==> src/hdl/boxsm_pkg.sv <==
package boxsm_pkg;

   localparam int PIX_W      = 8;
   localparam int SUM_W      = 12;
   localparam int SIDE_CFG_W = 5;
   localparam int CSR_ADDR_W = 2;
   localparam int CSR_DATA_W = 32;
   localparam int RECIP_W    = 16;

   localparam logic [CSR_ADDR_W-1:0] CSR_FRAME_SIDE = 2'd0;
   localparam logic [SIDE_CFG_W-1:0] SIDE_RESET     = 5'd2;

   // floor(x / d) == (x * RECIP) >> RECIP_W for every window sum
   localparam logic [RECIP_W-1:0] RECIP4 = 16'd16384;
   localparam logic [RECIP_W-1:0] RECIP6 = 16'd10923;
   localparam logic [RECIP_W-1:0] RECIP9 = 16'd7282;

   typedef enum logic [1:0] {
      DIV_4,
      DIV_6,
      DIV_9
   } div_type;

   function automatic div_type div_sel(input logic rows3, input logic cols3);
      div_type d;
      if (rows3 && cols3) begin
         d = DIV_9;
      end else if (rows3 || cols3) begin
         d = DIV_6;
      end else begin
         d = DIV_4;
      end
      return d;
   endfunction

endpackage

==> src/hdl/box_smoothing_3x3.sv <==
// 3x3 box smoothing of a square frame (side 2..MAX_SIDE, set by frame_side at
// csr address 0; writing it restarts the frame) streamed in raster order. Each
// smoothed pixel is the truncated mean of its in-bounds neighbors (divide by 4,
// 6 or 9) and comes out tagged with its row and column, one row and one pixel
// behind the input. One pixel is taken per clock unless stalled; results leave
// through a single-result emitter, one per clock unless the output stalls. A
// pixel ending a row below the first causes two results, each pixel in the last
// row past its first column two and the last pixel four. The extra results at
// row and frame ends overlap the pixels that follow, which cause none, so with
// the output free only a pixel in the last row holds the input back. Results
// pass stage 1, the result list, the divider input and the output register.
// The two MAX_SIDE-entry line stores are read when a pixel is taken and written
// back when it leaves the first stage; they need no clearing after reset.
module box_smoothing_3x3 #(
   parameter int MAX_SIDE = 16
) (
   input  logic                                     clock,
   input  logic                                     reset,
   input  logic                                     req_valid,
   output logic                                     req_ready,
   input  logic [boxsm_pkg::PIX_W-1:0]              req_pixel,
   output logic                                     rsp_valid,
   input  logic                                     rsp_ready,
   output logic [boxsm_pkg::PIX_W-1:0]              rsp_smoothed,
   output logic [$clog2(MAX_SIDE)-1:0]              rsp_out_row,
   output logic [$clog2(MAX_SIDE)-1:0]              rsp_out_col,
   output logic                                     rsp_run_last,
   output logic                                     rsp_frame_done,
   input  logic                                     csr_psel,
   input  logic                                     csr_penable,
   input  logic                                     csr_pwrite,
   input  logic [boxsm_pkg::CSR_ADDR_W-1:0]         csr_paddr,
   input  logic [boxsm_pkg::CSR_DATA_W-1:0]         csr_pwdata,
   output logic [boxsm_pkg::CSR_DATA_W-1:0]         csr_prdata,
   output logic                                     csr_pready
);

   localparam int CoordW = $clog2(MAX_SIDE);
   localparam int SideW  = $clog2(MAX_SIDE + 1);
   localparam int PixW   = boxsm_pkg::PIX_W;
   localparam int SumW   = boxsm_pkg::SUM_W;
   localparam int Col3W  = PixW + 2;
   localparam int Col2W  = PixW + 1;
   localparam int ProdW  = SumW + boxsm_pkg::RECIP_W;

   typedef struct packed {
      logic [SumW-1:0]     sum;
      boxsm_pkg::div_type  div;
      logic [CoordW-1:0]   row;
      logic [CoordW-1:0]   col;
      logic                run_last;
      logic                frame_done;
   } entry_type;

   // configuration
   logic [boxsm_pkg::SIDE_CFG_W-1:0] frame_side_ff;
   logic [SideW-1:0]                 side_eff;
   logic [SideW-1:0]                 side_m1;
   logic                             csr_wr;

   assign csr_pready = 1'b1;
   assign csr_wr     = csr_psel && csr_penable && csr_pwrite && csr_pready
                       && (csr_paddr == boxsm_pkg::CSR_FRAME_SIDE);
   assign csr_prdata = (csr_paddr == boxsm_pkg::CSR_FRAME_SIDE)
                       ? boxsm_pkg::CSR_DATA_W'(frame_side_ff) : '0;

   always_comb begin
      if (frame_side_ff < boxsm_pkg::SIDE_CFG_W'(2)) begin
         side_eff = SideW'(2);
      end else if (int'(frame_side_ff) > MAX_SIDE) begin
         side_eff = SideW'(MAX_SIDE);
      end else begin
         side_eff = SideW'(frame_side_ff);
      end
   end
   assign side_m1 = side_eff - SideW'(1);

   // handshake and pipeline control
   logic accept;
   logic v1_ff, v2_ff, v3_ff, out_v_ff;
   logic s1_go, s2_free, s3_free, out_free, emit, has_res;
   logic [1:0] idx_ff, last_ff, last_in;

   assign out_free  = !out_v_ff || rsp_ready;
   assign s3_free   = !v3_ff || out_free;
   assign emit      = v2_ff && s3_free;
   assign s2_free   = !v2_ff || (emit && (idx_ff == last_ff));
   assign s1_go     = v1_ff && (!has_res || s2_free);
   assign req_ready = !v1_ff || s1_go;
   assign accept    = req_valid && req_ready;

   // position counters
   logic [CoordW-1:0] in_row_ff, in_col_ff, in_row_in, in_col_in;

   always_comb begin
      in_row_in = in_row_ff;
      in_col_in = in_col_ff + CoordW'(1);
      if (SideW'(in_col_ff) == side_m1) begin
         in_col_in = '0;
         if (SideW'(in_row_ff) == side_m1) begin
            in_row_in = '0;
         end else begin
            in_row_in = in_row_ff + CoordW'(1);
         end
      end
   end

   // line stores
   logic [PixW-1:0] upper_mem  [MAX_SIDE];
   logic [PixW-1:0] middle_mem [MAX_SIDE];
   logic [PixW-1:0] up_rd_ff, mid_rd_ff;

   // stage 1 payload
   logic [PixW-1:0]   pix1_ff;
   logic [CoordW-1:0] r1_ff, c1_ff;

   always_ff @(posedge clock) begin
      if (accept) begin
         up_rd_ff  <= upper_mem[in_col_ff];
         mid_rd_ff <= middle_mem[in_col_ff];
         pix1_ff   <= req_pixel;
         r1_ff     <= in_row_ff;
         c1_ff     <= in_col_ff;
      end
      if (s1_go) begin
         upper_mem[c1_ff]  <= mid_rd_ff;
         middle_mem[c1_ff] <= pix1_ff;
      end
   end

   // column sums and sliding window (cols c-2, c-1)
   logic [Col3W-1:0] col3, w3_ff [2];
   logic [Col2W-1:0] col2, w2_ff [2];
   logic             last_col1, last_row1, rows3, cols3;
   logic [SumW-1:0]  a3, a2, b3, b2, n3, n2;
   logic [SumW-1:0]  sum_x, sum_y, sum_z, sum_w;
   entry_type        ent_x, ent_y, ent_z, ent_w;
   entry_type        list_in [4];
   entry_type        list_ff [4];
   entry_type        e3_ff;

   assign col3 = Col3W'(up_rd_ff) + Col3W'(mid_rd_ff) + Col3W'(pix1_ff);
   assign col2 = Col2W'(mid_rd_ff) + Col2W'(pix1_ff);

   assign has_res   = (r1_ff != '0) && (c1_ff != '0);
   assign last_col1 = (SideW'(c1_ff) == side_m1);
   assign last_row1 = (SideW'(r1_ff) == side_m1);
   assign rows3     = (r1_ff != CoordW'(1));
   assign cols3     = (c1_ff != CoordW'(1));

   assign a3 = cols3 ? SumW'(rows3 ? w3_ff[0] : Col3W'(w2_ff[0])) : '0;
   assign b3 = SumW'(rows3 ? w3_ff[1] : Col3W'(w2_ff[1]));
   assign n3 = SumW'(rows3 ? col3 : Col3W'(col2));
   assign a2 = cols3 ? SumW'(w2_ff[0]) : '0;
   assign b2 = SumW'(w2_ff[1]);
   assign n2 = SumW'(col2);

   assign sum_x = a3 + b3 + n3;
   assign sum_y = b3 + n3;
   assign sum_z = a2 + b2 + n2;
   assign sum_w = b2 + n2;

   always_comb begin
      ent_x = '{sum: sum_x, div: boxsm_pkg::div_sel(rows3, cols3),
                row: r1_ff - CoordW'(1), col: c1_ff - CoordW'(1),
                run_last: 1'b0, frame_done: 1'b0};
      ent_y = '{sum: sum_y, div: boxsm_pkg::div_sel(rows3, 1'b0),
                row: r1_ff - CoordW'(1), col: c1_ff,
                run_last: 1'b0, frame_done: 1'b0};
      ent_z = '{sum: sum_z, div: boxsm_pkg::div_sel(1'b0, cols3),
                row: r1_ff, col: c1_ff - CoordW'(1),
                run_last: 1'b0, frame_done: 1'b0};
      ent_w = '{sum: sum_w, div: boxsm_pkg::DIV_4,
                row: r1_ff, col: c1_ff,
                run_last: 1'b1, frame_done: 1'b1};
      list_in[0] = ent_x;
      list_in[1] = ent_x;
      list_in[2] = ent_z;
      list_in[3] = ent_w;
      unique case ({last_col1, last_row1})
         2'b00: begin
            list_in[0].run_last = 1'b1;
            last_in = 2'd0;
         end
         2'b10: begin
            ent_y.run_last = 1'b1;
            list_in[1] = ent_y;
            last_in = 2'd1;
         end
         2'b01: begin
            ent_z.run_last = 1'b1;
            list_in[1] = ent_z;
            last_in = 2'd1;
         end
         2'b11: begin
            list_in[1] = ent_y;
            last_in = 2'd3;
         end
         default: begin
            last_in = 2'd0;
         end
      endcase
   end

   always_ff @(posedge clock) begin
      if (s1_go) begin
         w3_ff[0] <= w3_ff[1];
         w3_ff[1] <= col3;
         w2_ff[0] <= w2_ff[1];
         w2_ff[1] <= col2;
      end
      if (s1_go && has_res) begin
         list_ff <= list_in;
         last_ff <= last_in;
      end
      if (emit) begin
         e3_ff <= list_ff[idx_ff];
      end
   end

   // divide by 4, 6 or 9 through a reciprocal
   logic [boxsm_pkg::RECIP_W-1:0] recip;
   logic [ProdW-1:0]              prod;

   always_comb begin
      unique case (e3_ff.div)
         boxsm_pkg::DIV_4: recip = boxsm_pkg::RECIP4;
         boxsm_pkg::DIV_6: recip = boxsm_pkg::RECIP6;
         boxsm_pkg::DIV_9: recip = boxsm_pkg::RECIP9;
         default:          recip = boxsm_pkg::RECIP9;
      endcase
   end
   assign prod = ProdW'(e3_ff.sum) * ProdW'(recip);

   logic [PixW-1:0]   smoothed_ff;
   logic [CoordW-1:0] out_row_ff, out_col_ff;
   logic              run_last_ff, frame_done_ff;

   always_ff @(posedge clock) begin
      if (v3_ff && out_free) begin
         smoothed_ff   <= prod[boxsm_pkg::RECIP_W +: PixW];
         out_row_ff    <= e3_ff.row;
         out_col_ff    <= e3_ff.col;
         run_last_ff   <= e3_ff.run_last;
         frame_done_ff <= e3_ff.frame_done;
      end
   end

   assign rsp_valid      = out_v_ff;
   assign rsp_smoothed   = smoothed_ff;
   assign rsp_out_row    = out_row_ff;
   assign rsp_out_col    = out_col_ff;
   assign rsp_run_last   = run_last_ff;
   assign rsp_frame_done = frame_done_ff;

   // control state
   always_ff @(posedge clock) begin
      if (reset) begin
         frame_side_ff <= boxsm_pkg::SIDE_RESET;
         in_row_ff     <= '0;
         in_col_ff     <= '0;
         v1_ff         <= 1'b0;
         v2_ff         <= 1'b0;
         v3_ff         <= 1'b0;
         out_v_ff      <= 1'b0;
         idx_ff        <= '0;
      end else begin
         if (csr_wr) begin
            frame_side_ff <= csr_pwdata[boxsm_pkg::SIDE_CFG_W-1:0];
            in_row_ff     <= '0;
            in_col_ff     <= '0;
         end else if (accept) begin
            in_row_ff <= in_row_in;
            in_col_ff <= in_col_in;
         end

         if (accept) begin
            v1_ff <= 1'b1;
         end else if (s1_go) begin
            v1_ff <= 1'b0;
         end

         if (s1_go && has_res) begin
            v2_ff  <= 1'b1;
            idx_ff <= '0;
         end else if (s2_free) begin
            v2_ff <= 1'b0;
         end else if (emit) begin
            idx_ff <= idx_ff + 2'd1;
         end

         if (emit) begin
            v3_ff <= 1'b1;
         end else if (out_free) begin
            v3_ff <= 1'b0;
         end

         if (v3_ff && out_free) begin
            out_v_ff <= 1'b1;
         end else if (rsp_ready) begin
            out_v_ff <= 1'b0;
         end
      end
   end

   a_emit_index: assert property (@(posedge clock) disable iff (reset)
      v2_ff |-> (idx_ff <= last_ff))
      else $error("emitter index past last result");

   a_done_is_last: assert property (@(posedge clock) disable iff (reset)
      (rsp_valid && rsp_frame_done) |-> rsp_run_last)
      else $error("frame done without run last");

   a_stall_cause: assert property (@(posedge clock) disable iff (reset)
      !req_ready |-> v1_ff)
      else $error("request stalled with stage one empty");

   a_load_after_go: assert property (@(posedge clock) disable iff (reset)
      (s1_go && has_res) |=> v2_ff)
      else $error("result job lost");

endmodule

==> config.mk <==
export PLATFORM = sky130hd
export DESIGN_NAME = box_smoothing_3x3
export DESIGN_NICKNAME = d
export VERILOG_FILES = /design/src/hdl/boxsm_pkg.sv /design/src/hdl/box_smoothing_3x3.sv
export SDC_FILE = /design/constraint.sdc
export NUM_CORES = 1
export LEC_CHECK = 0
export ABC_CLOCK_PERIOD_IN_PS = 6600
export BUFFER_PORTS_ARGS = -buffer_cell sky130_fd_sc_hd__buf_2
export CORE_MARGIN = 4
export CORE_UTILIZATION = 45
export CTS_CLUSTER_DIAMETER = 100
export CTS_CLUSTER_SIZE = 12
export DETAILED_ROUTE_END_ITERATION = 10
export HOLD_SLACK_MARGIN = 0.02
export PLACE_DENSITY_LB_ADDON = 0.08
export RECOVER_POWER = 50
export SLEW_MARGIN = 40
export SYNTH_ARGS = -nofsm -noshare
export SYNTH_HDL_FRONTEND = slang
export SYNTH_SLANG_ARGS = --single-unit
==> constraint.sdc <==
create_clock -name clock -period 6.6 [get_ports clock]
set_input_delay 0.66 -clock clock [delete_from_list [all_inputs] [get_ports clock]]
set_output_delay 0.66 -clock clock [all_outputs]
set_load 0.005 [all_outputs]
After elaboration in Yosys (flattened, before gate mapping). Memory sizes are Yosys's and may differ from the RTL's. A register that Yosys moved wholly into a read port is not among the register bits. Cells that the tools add are included.

Bits in registers: 160. Memory bits (writable): 294. Bits of input ports: 49. Output and inout port bits: 53. Logic and storage cells: 142. Memories: 4.

Add/sub/neg operators: 15. $mul: 1. $lt $le $gt $ge: 3. Equal/unequal tests: 11. Multiplexer cells: 31. Bitwise operators: 2. Reduce and logical (&&, ||, !) cells: 36.

Memories: middle_mem (words 16, width 8, rd ports 1, clocked after Yosys merged registers in 1, write ports 1, line box_smoothing_3x3.sv:110) `logic [PixW-1:0] middle_mem [MAX_SIDE];`; upper_mem (words 16, width 8, rd ports 1, clocked after Yosys merged registers in 1, write ports 1, line box_smoothing_3x3.sv:109) `logic [PixW-1:0] upper_mem [MAX_SIDE];`; w3_ff (words 2, width 10, rd ports 2, clocked after Yosys merged registers in 0, write ports 2, line box_smoothing_3x3.sv:132) `logic [Col3W-1:0] col3, w3_ff [2];`; w2_ff (words 2, width 9, rd ports 2, clocked after Yosys merged registers in 0, write ports 2, line box_smoothing_3x3.sv:133) `logic [Col2W-1:0] col2, w2_ff [2];`.

Operators with widths (number): 24-bit case mux with 3 select lines (1); 24-bit binary-select mux with 2-bit select (1); 24-bit two-way mux (2); 10-bit two-way mux (4); 15-bit case mux with 2 select lines (1); 12-bit by 16-bit multiplier with 24-bit output (1); 10-bit by 10-bit adder with 11-bit output (2); 9-bit by 9-bit adder with 10-bit output (2); 4-bit by 5-bit == test with 1-bit output (4); 8-bit by 8-bit adder with 9-bit output (2); 5-bit two-way mux (3); 1-bit two-way mux (14); 11-bit by 10-bit adder with 12-bit output (1); 10-bit by 9-bit adder with 11-bit output (1); 1-bit logical AND (11); 9-bit by 8-bit adder with 10-bit output (1); 9-bit two-way mux (1); 4-bit by 1-bit adder with 4-bit output (second input constant) (2); 4-bit two-way mux (2); 4-bit by 1-bit inequality test with 1-bit output (second input constant) (2); 2-bit nonzero test (4); 4-bit nonzero test (2); 4-bit by 1-bit subtractor with 4-bit output (second input constant) (2); 2-bit zero test (3); 16 further kinds (30).

Logic depth before layout (Yosys ltp). Gate-level depths: netlist of the first run.

Depth after elaboration: 11. Mapped depth: 21. Depth with buffers taken out: 19.

Worst setup path before layout of the first run. OpenSTA, ideal clock, no wires.

Path kind: reg-to-reg. Start point: reg e3_ff[11] (netlist bit). End point: reg smoothed_ff[6], in the netlist rsp_smoothed[6], data pin. Library setup time: 0.259 ns. Arrival: 5.464 ns. Required time: 6.341 ns. Slack: 0.877 ns. Cell stages (with the launch flop): 21. Path buffers: 2. Clock period less this slack: 5.723 ns. Cells stage by stage: edfxtp_1 > clkbuf_1 > or2_2 > clkbuf_1 > and2_1 > fa_1 > inv_1 > fa_1 > inv_1 > fa_1 > fa_1 > inv_1 > fa_1 > inv_1 > ha_1 > a21oi_1 > o21ai_0 > a2111oi_0 > o21bai_1 > a41oi_1 > xnor2_1.

Word-level cells in the longest chain between the ends: 3. Elaborated cells on any way between the ends: 4. Classes of those cells: 1 x mul; 1 x eq/ne; 1 x mux; 1 x reduce/logical.

RTL lines: start, declared (line box_smoothing_3x3.sv:140) `entry_type e3_ff;`; start signal, assigned (line box_smoothing_3x3.sv:217) `e3_ff <= list_ff[idx_ff];`; 2-bit by 1-bit == test with 1-bit output or 2-bit zero test (tied branches) (line box_smoothing_3x3.sv:226) `unique case (e3_ff.div)`; 15-bit case mux with 2 select lines * (line box_smoothing_3x3.sv:226); 12-bit by 16-bit multiplier with 24-bit output * (line box_smoothing_3x3.sv:233) `assign prod = ProdW'(e3_ff.sum) * ProdW'(recip);`; net prod[22] (line box_smoothing_3x3.sv:223) `logic [ProdW-1:0] prod;`; end signal, assigned (line box_smoothing_3x3.sv:241) `smoothed_ff <= prod[boxsm_pkg::RECIP_W +: PixW];`; end, declared (line box_smoothing_3x3.sv:235) `logic [PixW-1:0] smoothed_ff;`.

Mark *: on every way through the listed nets, which the timed path passes. The rest lies on a longest branch. A chain may end at the register's enable or synchronous reset.

Final worst setup path of the first run. Ends and elaborated chain as after synthesis.

==> out/metrics.yaml, run 1 <==
rows: 86
fin_crit_ns: 6.16
power_leakage_nw: 10.6
synth_cell_types: 68
drive_gt1_share_pct: 11.7
max-vdd-ir-drop_v: 0.000323
dpl.hpwl_um: 38500
status: "finished with violations"
fin_crit_sh_pct: 93.3
arrival_ns: 6.49
wl_met3_um: 2020
critPathMaxFanout: 12
violations: "max-capacitance violations, max-slew violations"
startpoint: "e3_ff[11]"
maxCapViolations: 8
cts-root-buf: "clkbuf_16"
setup_viol: 0
cts_setup_buffers: 0
topRoutingLayerUsed: "met4"
core_area_mm2: 0.0552
finalMaxSlewViolations: 225
antennaDiodeCount: 0
grt_pass1_wl_um: 85600
cts_max_level: 2
slew_headroom_pct: -91.4
cts_tree: "done"
dr_wl_met2_um: 27500
port_buffers: 46
netlist_area_mm2: 0.0252
design.die.area_mm2: 0.0598
ys_ff_latch: 465
cts_sinks: 465
min_from: "req_pixel[1]"
finalHoldViolations: 0
ctsHoldBuffers: 0
die_w_um: 244
via_per_inst: 5.24
insertion_delay_ns: 0.59
fmax_mhz: 162
grt_setup_unrepaired: "false"
final.setup_skew_ns: 0.0179
grt_antenna_before_repair: 1
grt_pass1_vias: 14300
seq_area_frac_synth_pct: 54.7
ys_top_cells_by_count: "edfxtp_1 (446), inv_1 (233), ha_1 (143), fa_1 (116), nand2_1 (102)"
cp.required_ns: 6.93
fin_util_pct: 50.0
crit_path_end_kind: "flip-flop"
r2r_start: "e3_ff[11]"
ant_nets: 0
hold_ws_ns: 0.249
grt_usage_pct: 18.8
synth-edff-count: 446
wl_per_cell_um: 21.2
grt-ovfl-total: 0
drc: 0
fin_tns_setup_ns: 0
synth_warnings: 0
hp-class: "in -> reg"
dieHeight_um: 244
crit_type: "reg -> reg"
drt_iter0_markers: 751
start_kind: "flip-flop"
dr.pass1.iters: 5
boundaryPins: 102
synth_most_common_cell: "edfxtp_1"
initial_core_util_pct: 45.6
numCtsBuffers: 46
routed_wl_um: 55500
vias: 13700
layout.nets: 2146
syn_avg_cell_area_um2: 14.3
tightest_slew_ns: 2.87
power_mw: 9.68
syn_inst: 1758
gp_congestion: 0.830
synthArstFlopShare_pct: 0
yosysTopAreaCell: "edfxtp_1"
synth_area_leaders: "edfxtp_1 (53%), fa_1 (9.2%), mux4_2 (8.1%)"
cts_resized: 0
yosys_most_used_dff: "edfxtp_1"
synth.top_cell.area_share_pct: 53.2
synthToLayoutAreaGrowth_pct: 9.66
cellPowerDensity_mw_per_mm2: 351
grt_max_degree: 45
drt-met1-wl_um: 24700
cts.reportedPaths.clkPinSlew_ns: 0.06
cts_buffer_depth: 3
[layout make-up]
class | count | area, µm²
Timing Repair Buffer | 82 | 454
Clock inverter | 8 | 96.3
Inverter | 234 | 878
Multi-Input combinational cell | 1009 | 10200
Sequential cell | 465 | 13800
Clock buffer | 69 | 1240
Tap cell | 748 | 936
Fill cell | 4825 | 27600
[per-layer routing]
layer	up-vias	track usage, %
met5	-	0
met4	0	4.65
met3	73	2.84
met2	221	32.1
met1	7007	25.6
li1	6414	-
[sequential cells by signal, indices dropped and copies added (netlist names), 5 cells and up]
| name | cells |
|---|---|
| upper_mem | 128 |
| rsp_smoothed | 8 |
| list_ff | 76 |
| middle_mem | 128 |
| w3_ff | 20 |
| w2_ff | 18 |
| e3_ff | 24 |
| frame_side_ff | 5 |
| pix1_ff | 8 |
| up_rd_ff | 8 |
| mid_rd_ff | 8 |
[kinds of logic (layout without fill, tap and decap cells)]
logic type               count (synthesis)  in the layout  synth area share [%]
multiplexers                           122            122                  9.34
AO/OA/AOI/OAI                          199            199                  5.20
XOR/XNOR                                83             83                  2.92
buffers and inverters                  310            393                  5.14
flip-flops                             465            465                  54.7
AND/OR/NAND/NOR                        318            318                  6.30
other                                    2             28                0.0298
adder cells (fa/ha/maj)                259            259                  16.3
[report_power, final]
| group | switching (mW) | leakage [nW] | internal (mW) |
|---|---|---|---|
| Combinational | 2.01 | 5.76 | 1.52 |
| Clock | 1.11 | 0.634 | 1.31 |
| Sequential | 0.110 | 4.24 | 3.62 |
| Total | 3.23 | 10.6 | 6.45 |
[final timing paths]
kind	slack, ns	end	cells past startpoint
setup / recovery	0.44	rsp_smoothed[6]	16
hold / removal	0.25	pix1_ff[1]	1
setup reg to reg	0.44	rsp_smoothed[6]	16
hold reg to reg	0.42	rsp_out_row[3]	0
[worst max-delay path, cell delays in order, from the launching register on]
cell and delay (ns):
edfxtp_1 0.46, nor2b_1 0.62, and2_1 0.39, fa_1 0.52, fa_1 0.58, fa_1 0.43
fa_1 0.50, inv_1 0.06, fa_1 0.52, inv_1 0.04, ha_1 0.31, and3_1 0.22
o211a_1 0.13, o21ai_0 0.49, o21bai_1 0.24, a41oi_1 0.29, xnor2_1 0.09
[cells in the final DEF, fill, tap and decap left out, drive strengths merged, types with 5 or more instances in the layout]
master / netlist / final
nor3: 17 / 17
dfxtp: 19 / 19
or3: 12 / 12
o21ai: 45 / 45
nand3: 11 / 11
a22oi: 5 / 5
xor2: 27 / 27
edfxtp: 446 / 446
inv: 234 / 237
a21boi: 6 / 6
buf: 45 / 55
o21a: 8 / 8
mux4: 90 / 90
fa: 116 / 116
nand2b: 12 / 12
mux2i: 29 / 29
nand2: 102 / 102
and3: 9 / 9
a21oi: 54 / 54
ha: 143 / 143
o211ai: 10 / 10
clkbuf: 31 / 96
nor2b: 20 / 20
a211oi: 6 / 6
xnor2: 56 / 56
nor2: 58 / 58
and2: 56 / 56
o21bai: 8 / 8
a21o: 19 / 19
conb: 2 / 28
[through the flow]
stage,instances,cell area (µm²),setup slack (ns)
final,2615,27600,0.440
after global routing,2615,27600,0.0348
after CTS,2615,27700,0.422
after detailed placement,2538,26300,0.436
after global placement,2536,26300,0.545
after floorplan,1784,25300,0.877
(Power assumes the default switching activity.)
==> inputs of run 2 (changes only) <==
--- a/config.mk
+++ b/config.mk
@@ -15,6 +15,7 @@
 export HOLD_SLACK_MARGIN = 0.02
 export PLACE_DENSITY_LB_ADDON = 0.08
 export RECOVER_POWER = 50
+export REMOVE_ABC_BUFFERS = 1
 export SLEW_MARGIN = 40
 export SYNTH_ARGS = -nofsm -noshare
 export SYNTH_HDL_FRONTEND = slang
==> out/metrics.yaml, run 2 (synthesis results as in run 1) <==
status: "finished with violations"
violations: "max-capacitance violations, max-slew violations"
critPathMaxFanout: 13  # +1
fin_crit_ns: 5.90  # -0.259 ns
finalMaxSlewViolations: 170  # -24%
min_from: "req_pixel[6]"
cts_sinks: 465  # unchanged
final.setup_skew_ns: 0.0320  # +0.0142 ns
fmax_mhz: 169  # +4.4%
fin_crit_sh_pct: 89.4  # -3.9 points
die_w_um: 244  # unchanged
grt_antenna_before_repair: 0  # -1
grt-ovfl-total: 0  # unchanged
r2r_start: "e3_ff[11]"
fin_tns_setup_ns: 0  # unchanged
top_regs: "middle_mem (128), upper_mem (128), list_ff (76)"
final_cell_mix: "edfxtp_1 (446), inv_1 (233), ha_1 (143)"
cts_tree: "done"
gp_congestion: 0.844  # +1.6%
grt_max_degree: 60  # +33%
regToRegSetupSlack_ns: 0.70  # +0.26 ns
final_common_cell: "edfxtp_1"
rows: 86  # unchanged
hold_end: "pix1_ff[6]"
ant_nets: 0  # unchanged
drc: 0  # unchanged
r2r_end: "rsp_smoothed[6]"
synthToLayoutAreaGrowth_pct: 9.62  # about the same
max-vdd-ir-drop_v: 0.000260  # -19%
grt_setup_unrepaired: "false"
port_buffers: 46  # unchanged
vias: 13600  # -0.52%
hold_ws_ns: 0.240  # -0.00973 ns
ff2ff_path_depth: 19  # +3
arrival_ns: 6.23  # -0.26 ns
initial_core_util_pct: 45.6  # unchanged
grt_pass1_wl_um: 83700  # -2.3%
cts_buffer_depth: 3  # unchanged
via_per_inst: 5.23  # -0.33%
insertion_delay_ns: 0.60  # about the same
cts_setup_buffers: 0  # unchanged
grt_pass1_vias: 14600  # +1.7%
numCtsBuffers: 46  # unchanged
dieHeight_um: 244  # unchanged
whs_path_depth: 1  # unchanged
ctsHoldBuffers: 0  # unchanged
setup_viol: 0  # unchanged
cts_resized: 0  # unchanged
wl_per_cell_um: 20.2  # -4.6%
power_leakage_nw: 10.6  # +0.19%
dr.pass1.iters: 4  # -1
grt_usage_pct: 18.1  # -0.73 points
dpl.hpwl_um: 36400  # -5.4%
tightest_slew_ns: 3.40  # +0.534 ns
cts.reportedPaths.clkPinSlew_ns: 0.06  # about the same
drive_gt1_share_pct: 11.8  # +0.085 points
routed_wl_um: 52800  # -4.8%
design.die.area_mm2: 0.0598  # unchanged
maxCapViolations: 6  # -2
cp.required_ns: 6.93  # about the same
layout.nets: 2148  # +0.093%
boundaryPins: 102  # unchanged
slew_headroom_pct: -127  # -36 points
crit_type: "reg -> reg"
antennaDiodeCount: 0  # unchanged
start_kind: "flip-flop"
drt_iter0_markers: 813  # +8.3%
hp-class: "in -> reg"
crit_path_end_kind: "flip-flop"
cts-root-buf: "clkbuf_16"
cellPowerDensity_mw_per_mm2: 351  # about the same
finalHoldViolations: 0  # unchanged
core_area_mm2: 0.0552  # unchanged
cts_max_level: 2  # unchanged
-- run 2: cell count changes in the layout (fill, tap and decap cells not counted), sizes merged --
| cell | before | now |
|---|---|---|
| buf | 55 | 60 |
| clkbuf | 96 | 88 |
| clkinv | 4 | 3 |
| clkinvlp | 1 | 0 |
-- run 2: how the worst max path moves through the flow --
stage                          from         endpoint  slack, ns
after floorplan           idx_ff[0]       last_ff[0]       0.43
after global placement    e3_ff[11]  rsp_smoothed[6]       0.64
after detailed placement  e3_ff[11]  rsp_smoothed[6]       0.70
after CTS                 e3_ff[11]  rsp_smoothed[6]       0.69
after global routing      e3_ff[11]  rsp_smoothed[6]       0.28
final                     e3_ff[11]  rsp_smoothed[6]       0.70
-- run 2: routing by layer --
metal | global-route usage (%) | part of all wire (%) | vias to the layer above | wire length, µm
met5 | 0 | 0 | - | 0
met4 | 5.69 | 3.1 | 0 | 1630
met3 | 2.23 | 3.1 | 87 | 1630
met2 | 31.8 | 51 | 222 | 27000
met1 | 23.6 | 43 | 6929 | 22600
li1 | - | - | 6405 | -
-- run 2: stage by stage --
stage | power [mW] | std cells | util, % | setup WS, ns | instance area (µm²)
after global placement | 7.29 | 2539 | 47.7 | 0.641 | 26300
after floorplan | 6.43 | 1708 | - | 0.425 | 24800
after global routing | 10.4 | 2610 | 50.0 | 0.282 | 27600
final | 9.68 | 2610 | 50.0 | 0.698 | 27600
after detailed placement | 7.35 | 2540 | 47.7 | 0.703 | 26300
after CTS | 9.81 | 2610 | 50.1 | 0.693 | 27700
-- run 2: cell type report --
class,count,area [µm²]
clock buffer,64,1240
clock inverter,6,83.8
fill,4719,27600
inverter,234,878
multi-input combinational,1009,10200
sequential,465,13800
tap,748,936
timing repair buffer,84,460
-- run 2: report_power, final --
group          internal [mW]  switching, mW  total [mW]
registers               3.62          0.108        3.73
clock network           1.31           1.10        2.41
logic                   1.55           1.99        3.54
total                   6.48           3.20        9.68
-- run 2: critical path, stage by stage (launching register included) --
cell,delay (ns)
edfxtp_1,0.51
or2_2,0.48
and2_1,0.24
fa_1,0.53
inv_1,0.08
fa_1,0.49
inv_1,0.06
fa_1,0.53
fa_1,0.55
inv_1,0.06
fa_1,0.52
inv_1,0.04
ha_1,0.22
a21oi_1,0.14
o21ai_0,0.10
a2111oi_0,0.39
buf_4,0.23
o21bai_1,0.13
a41oi_1,0.28
xnor2_1,0.08
==> inputs of run 3 (changes only) <==
--- a/config.mk
+++ b/config.mk
@@ -5,6 +5,7 @@
 export SDC_FILE = /design/constraint.sdc
 export NUM_CORES = 1
 export LEC_CHECK = 0
+export ABC_AREA = 1
 export ABC_CLOCK_PERIOD_IN_PS = 6600
 export BUFFER_PORTS_ARGS = -buffer_cell sky130_fd_sc_hd__buf_2
 export CORE_MARGIN = 4
==> constraint.sdc (replaced) <==
create_clock -name clock -period 6.6 [get_ports clock]
set_input_delay 1.65 -clock clock [delete_from_list [all_inputs] [get_ports clock]]
set_output_delay 1.65 -clock clock [all_outputs]
set_load 0.005 [all_outputs]
==> out/metrics.yaml, run 3 <==
design.die.area_mm2: 0.0619  # +3.6%
wl_per_cell_um: 19.8  # -2.0%
layout.nets: 2835  # +32%
drive_gt1_share_pct: 6.98  # -4.8 points
port_buffers: 46  # unchanged
cts_tree: "done"
boundaryPins: 102  # unchanged
finalMaxSlewViolations: 344  # +100%
core_area_mm2: 0.0569  # +3.1%
sw_frac_of_total_pct: 37.5  # +4.4 points
die_w_um: 249  # +1.8%
fin_crit_ns: 5.77  # -0.129 ns
initial_core_util_pct: 45.8  # +0.24 points
final_cell_mix: "edfxtp_1 (446), inv_1 (376), nand2_1 (303)"
cellPowerDensity_mw_per_mm2: 360  # +2.5%
synthArstFlopShare_pct: 0  # unchanged
stdcell_area_mm2: 0.0284  # +3.1%
cts_sinks: 465  # unchanged
grt_antenna_before_repair: 0  # unchanged
fin_tns_setup_ns: 0  # unchanged
cts.reportedPaths.clkPinSlew_ns: 0.06  # about the same
final_common_cell: "edfxtp_1"
drt_iter0_markers: 1291  # +59%
tightest_slew_ns: 4.30  # +0.893 ns
seq_area_frac_synth_pct: 52.8  # -1.9 points
arrival_ns: 6.11  # -0.12 ns
synthToLayoutAreaGrowth_pct: 8.99
cpMostUsedCell: "nand2_1"
final.setup_skew_ns: 0.0357  # +0.00370 ns
synth.top_cell.area_share_pct: 51.3  # -1.9 points
slew_headroom_pct: -187  # -60 points
antennaDiodeCount: 0  # unchanged
grt_setup_unrepaired: "false"
place_inst: 3236  # +27%
ys_top_cells_by_count: "edfxtp_1 (446), inv_1 (380), nand2_1 (301), nor2_1 (291), o21ai_0 (225)"
cts-root-buf: "clkbuf_16"
register_area_mm2: 0.0138  # about the same
synth_area_leaders: "edfxtp_1 (51%), fa_1 (8.9%), ha_1 (6.9%)"
gp_congestion: 0.884  # +4.8%
fin_crit_sh_pct: 87.5  # -2.0 points
fin_cells: 3305  # +27%
crit_type: "reg -> reg"
ys_ff_latch: 465  # unchanged
cts_buffer_depth: 3  # unchanged
top_regs: "middle_mem (128), upper_mem (128), list_ff (76)"
routed_wl_um: 65500  # +24%
p_int_mw: 6.40  # -1.3%
maxCapViolations: 8  # +2
power_switching_mw: 3.83  # +20%
power_leakage_nw: 11.8  # +11%
status: "finished with violations"
dpl.hpwl_um: 44800  # +23%
grt_pass1_vias: 17400  # +20%
grt_max_degree: 98  # +63%
grt_pass1_wl_um: 102000  # +22%
insertion_delay_ns: 0.61  # about the same
yosys_most_used_dff: "edfxtp_1"
syn_inst: 2474  # +41%
dieHeight_um: 249  # +1.8%
synth_cell_types: 47  # -31%
pwr-share-comb_pct: 40.0  # +3.4 points
dpl-instance-area_mm2: 0.0272  # +3.3%
max-vdd-ir-drop_v: 0.000198  # -24%
cpMaxStageDelayCell: "edfxtp_1"
netlist_area_mm2: 0.0261  # +3.7%
yosysTopAreaCell: "edfxtp_1"
via_per_inst: 5.26  # +0.56%
cts_max_level: 2  # unchanged
slowest_delay_ns: 0.63  # +0.08 ns
vias: 17400  # +27%
fin_util_pct: 49.9  # about the same
violations: "max-capacitance violations, max-slew violations"
synth_warnings: 0  # unchanged
multi_input_area_mm2: 0.0105  # +2.5%
syn_avg_cell_area_um2: 10.5  # -26%
fillCellCount: 5225  # +11%
numCtsBuffers: 45  # -2.2%
synth-edff-count: 446  # unchanged
drc: 0  # unchanged
ctsHoldBuffers: 0  # unchanged
grt_usage_pct: 21.0  # +2.9 points
cts_setup_buffers: 0  # unchanged
critPathMaxFanout: 14  # +1
cp.required_ns: 6.94  # about the same
setup_viol: 0  # unchanged
dr.pass1.iters: 5  # +1
crit_path_end_kind: "flip-flop"
cts_resized: 0  # unchanged
start_kind: "flip-flop"
power_mw: 10.2  # +5.7%
finalHoldViolations: 0  # unchanged
grt-ovfl-total: 0  # unchanged
power_frac_clock_pct: 23.4  # -1.5 points
ant_nets: 0  # unchanged
worstPathCellList: "inv_2, nand2_1, nor2_1, inv_1, fa_1, fa_1, inv_1, fa_1, fa_1, inv_1, fa_1, inv_1, ha_1, a21oi_1, a21boi_0, nand2_1, nand2_1, nand2_1, a21oi_1, inv_1, nand2_1, nand2_1"
synth_most_common_cell: "edfxtp_1"
rows: 87  # +1.2%
hp-class: "reg -> reg"
fmax_mhz: 173  # +2.2%
seqPwrFrac_pct: 36.6  # -1.9 points
run 3: cell count changes after synthesis, moves of 55 or more:
cell,previous run,this run
and2_1,56,1
nor2_1,58,291
o21ai_0,45,225
nand3_1,11,93
inv_1,233,380
nand2_1,102,301
mux4_2,90,0
run 3: logic make-up after synthesis:
kind of cell / share of synthesized area [%]
and+or+nand+nor: 12.1
buffers and inverters: 7.59
DFF: 52.8
AOI/OAI and AO/OA: 9.80
adders and majority gates: 15.8
xor gates and xnor gates: 1.95
other: 0.0288
run 3: worst max-delay path: cells and delay by family, from the launching register on:
kind	cells	cell delay, ns
AOI/OAI and AO/OA	3	0.59
adders and majority gates	6	2.88
and+or+nand+nor	7	0.94
DFF	1	0.63
buffers and inverters	6	0.48
run 3: final cells by class:
cell class / count / share of cell area, %
inverters: 390 / 5.16
repair buffers: 86 / 1.65
clock inverters: 6 / 0.400
flip-flops and latches: 465 / 48.4
well taps: 756 / 3.33
clock buffers: 63 / 4.20
multi-input cells: 1539 / 36.8
run 3: routing by layer:
metal	part of all wire (%)	routed length (µm)	GRT usage, %	vias up
met1	45	29200	28.9	8478
met4	2.8	1870	5.75	0
li1	-	-	-	8392
met2	48	31500	35.2	392
met5	0	0	0	-
met3	4.5	2920	3.10	111
run 3: power by group through the flow:
stage | Clock [mW] | Sequential (mW) | Combinational, mW
after global routing | 2.59 | 3.76 | 4.77
final | 2.39 | 3.74 | 4.09
after CTS | 2.47 | 3.75 | 4.13
after global placement | 0 | 3.80 | 4.08
after floorplan | 0 | 3.79 | 2.96
after detailed placement | 0 | 3.81 | 4.09
run 3: stage by stage:
stage	worst slack (ns)	hold slack, ns
2_1_floorplan	1.37	0.400
3_3_place_gp	0.827	0.403
3_5_place_dp	0.808	0.405
4_1_cts	0.807	0.416
5_1_grt	0.366	0.438
6_report	0.828	0.419
run 3: worst paths after layout:
path	start	to	slack [ns]	cells past startpoint
setup / recovery	e3_ff[11]	rsp_smoothed[7]	0.83	22
hold reg to reg	e3_ff[2]	rsp_out_col[0]	0.42	0
setup reg to reg	e3_ff[11]	rsp_smoothed[7]	0.83	22
hold / removal	e3_ff[2]	rsp_out_col[0]	0.42	0
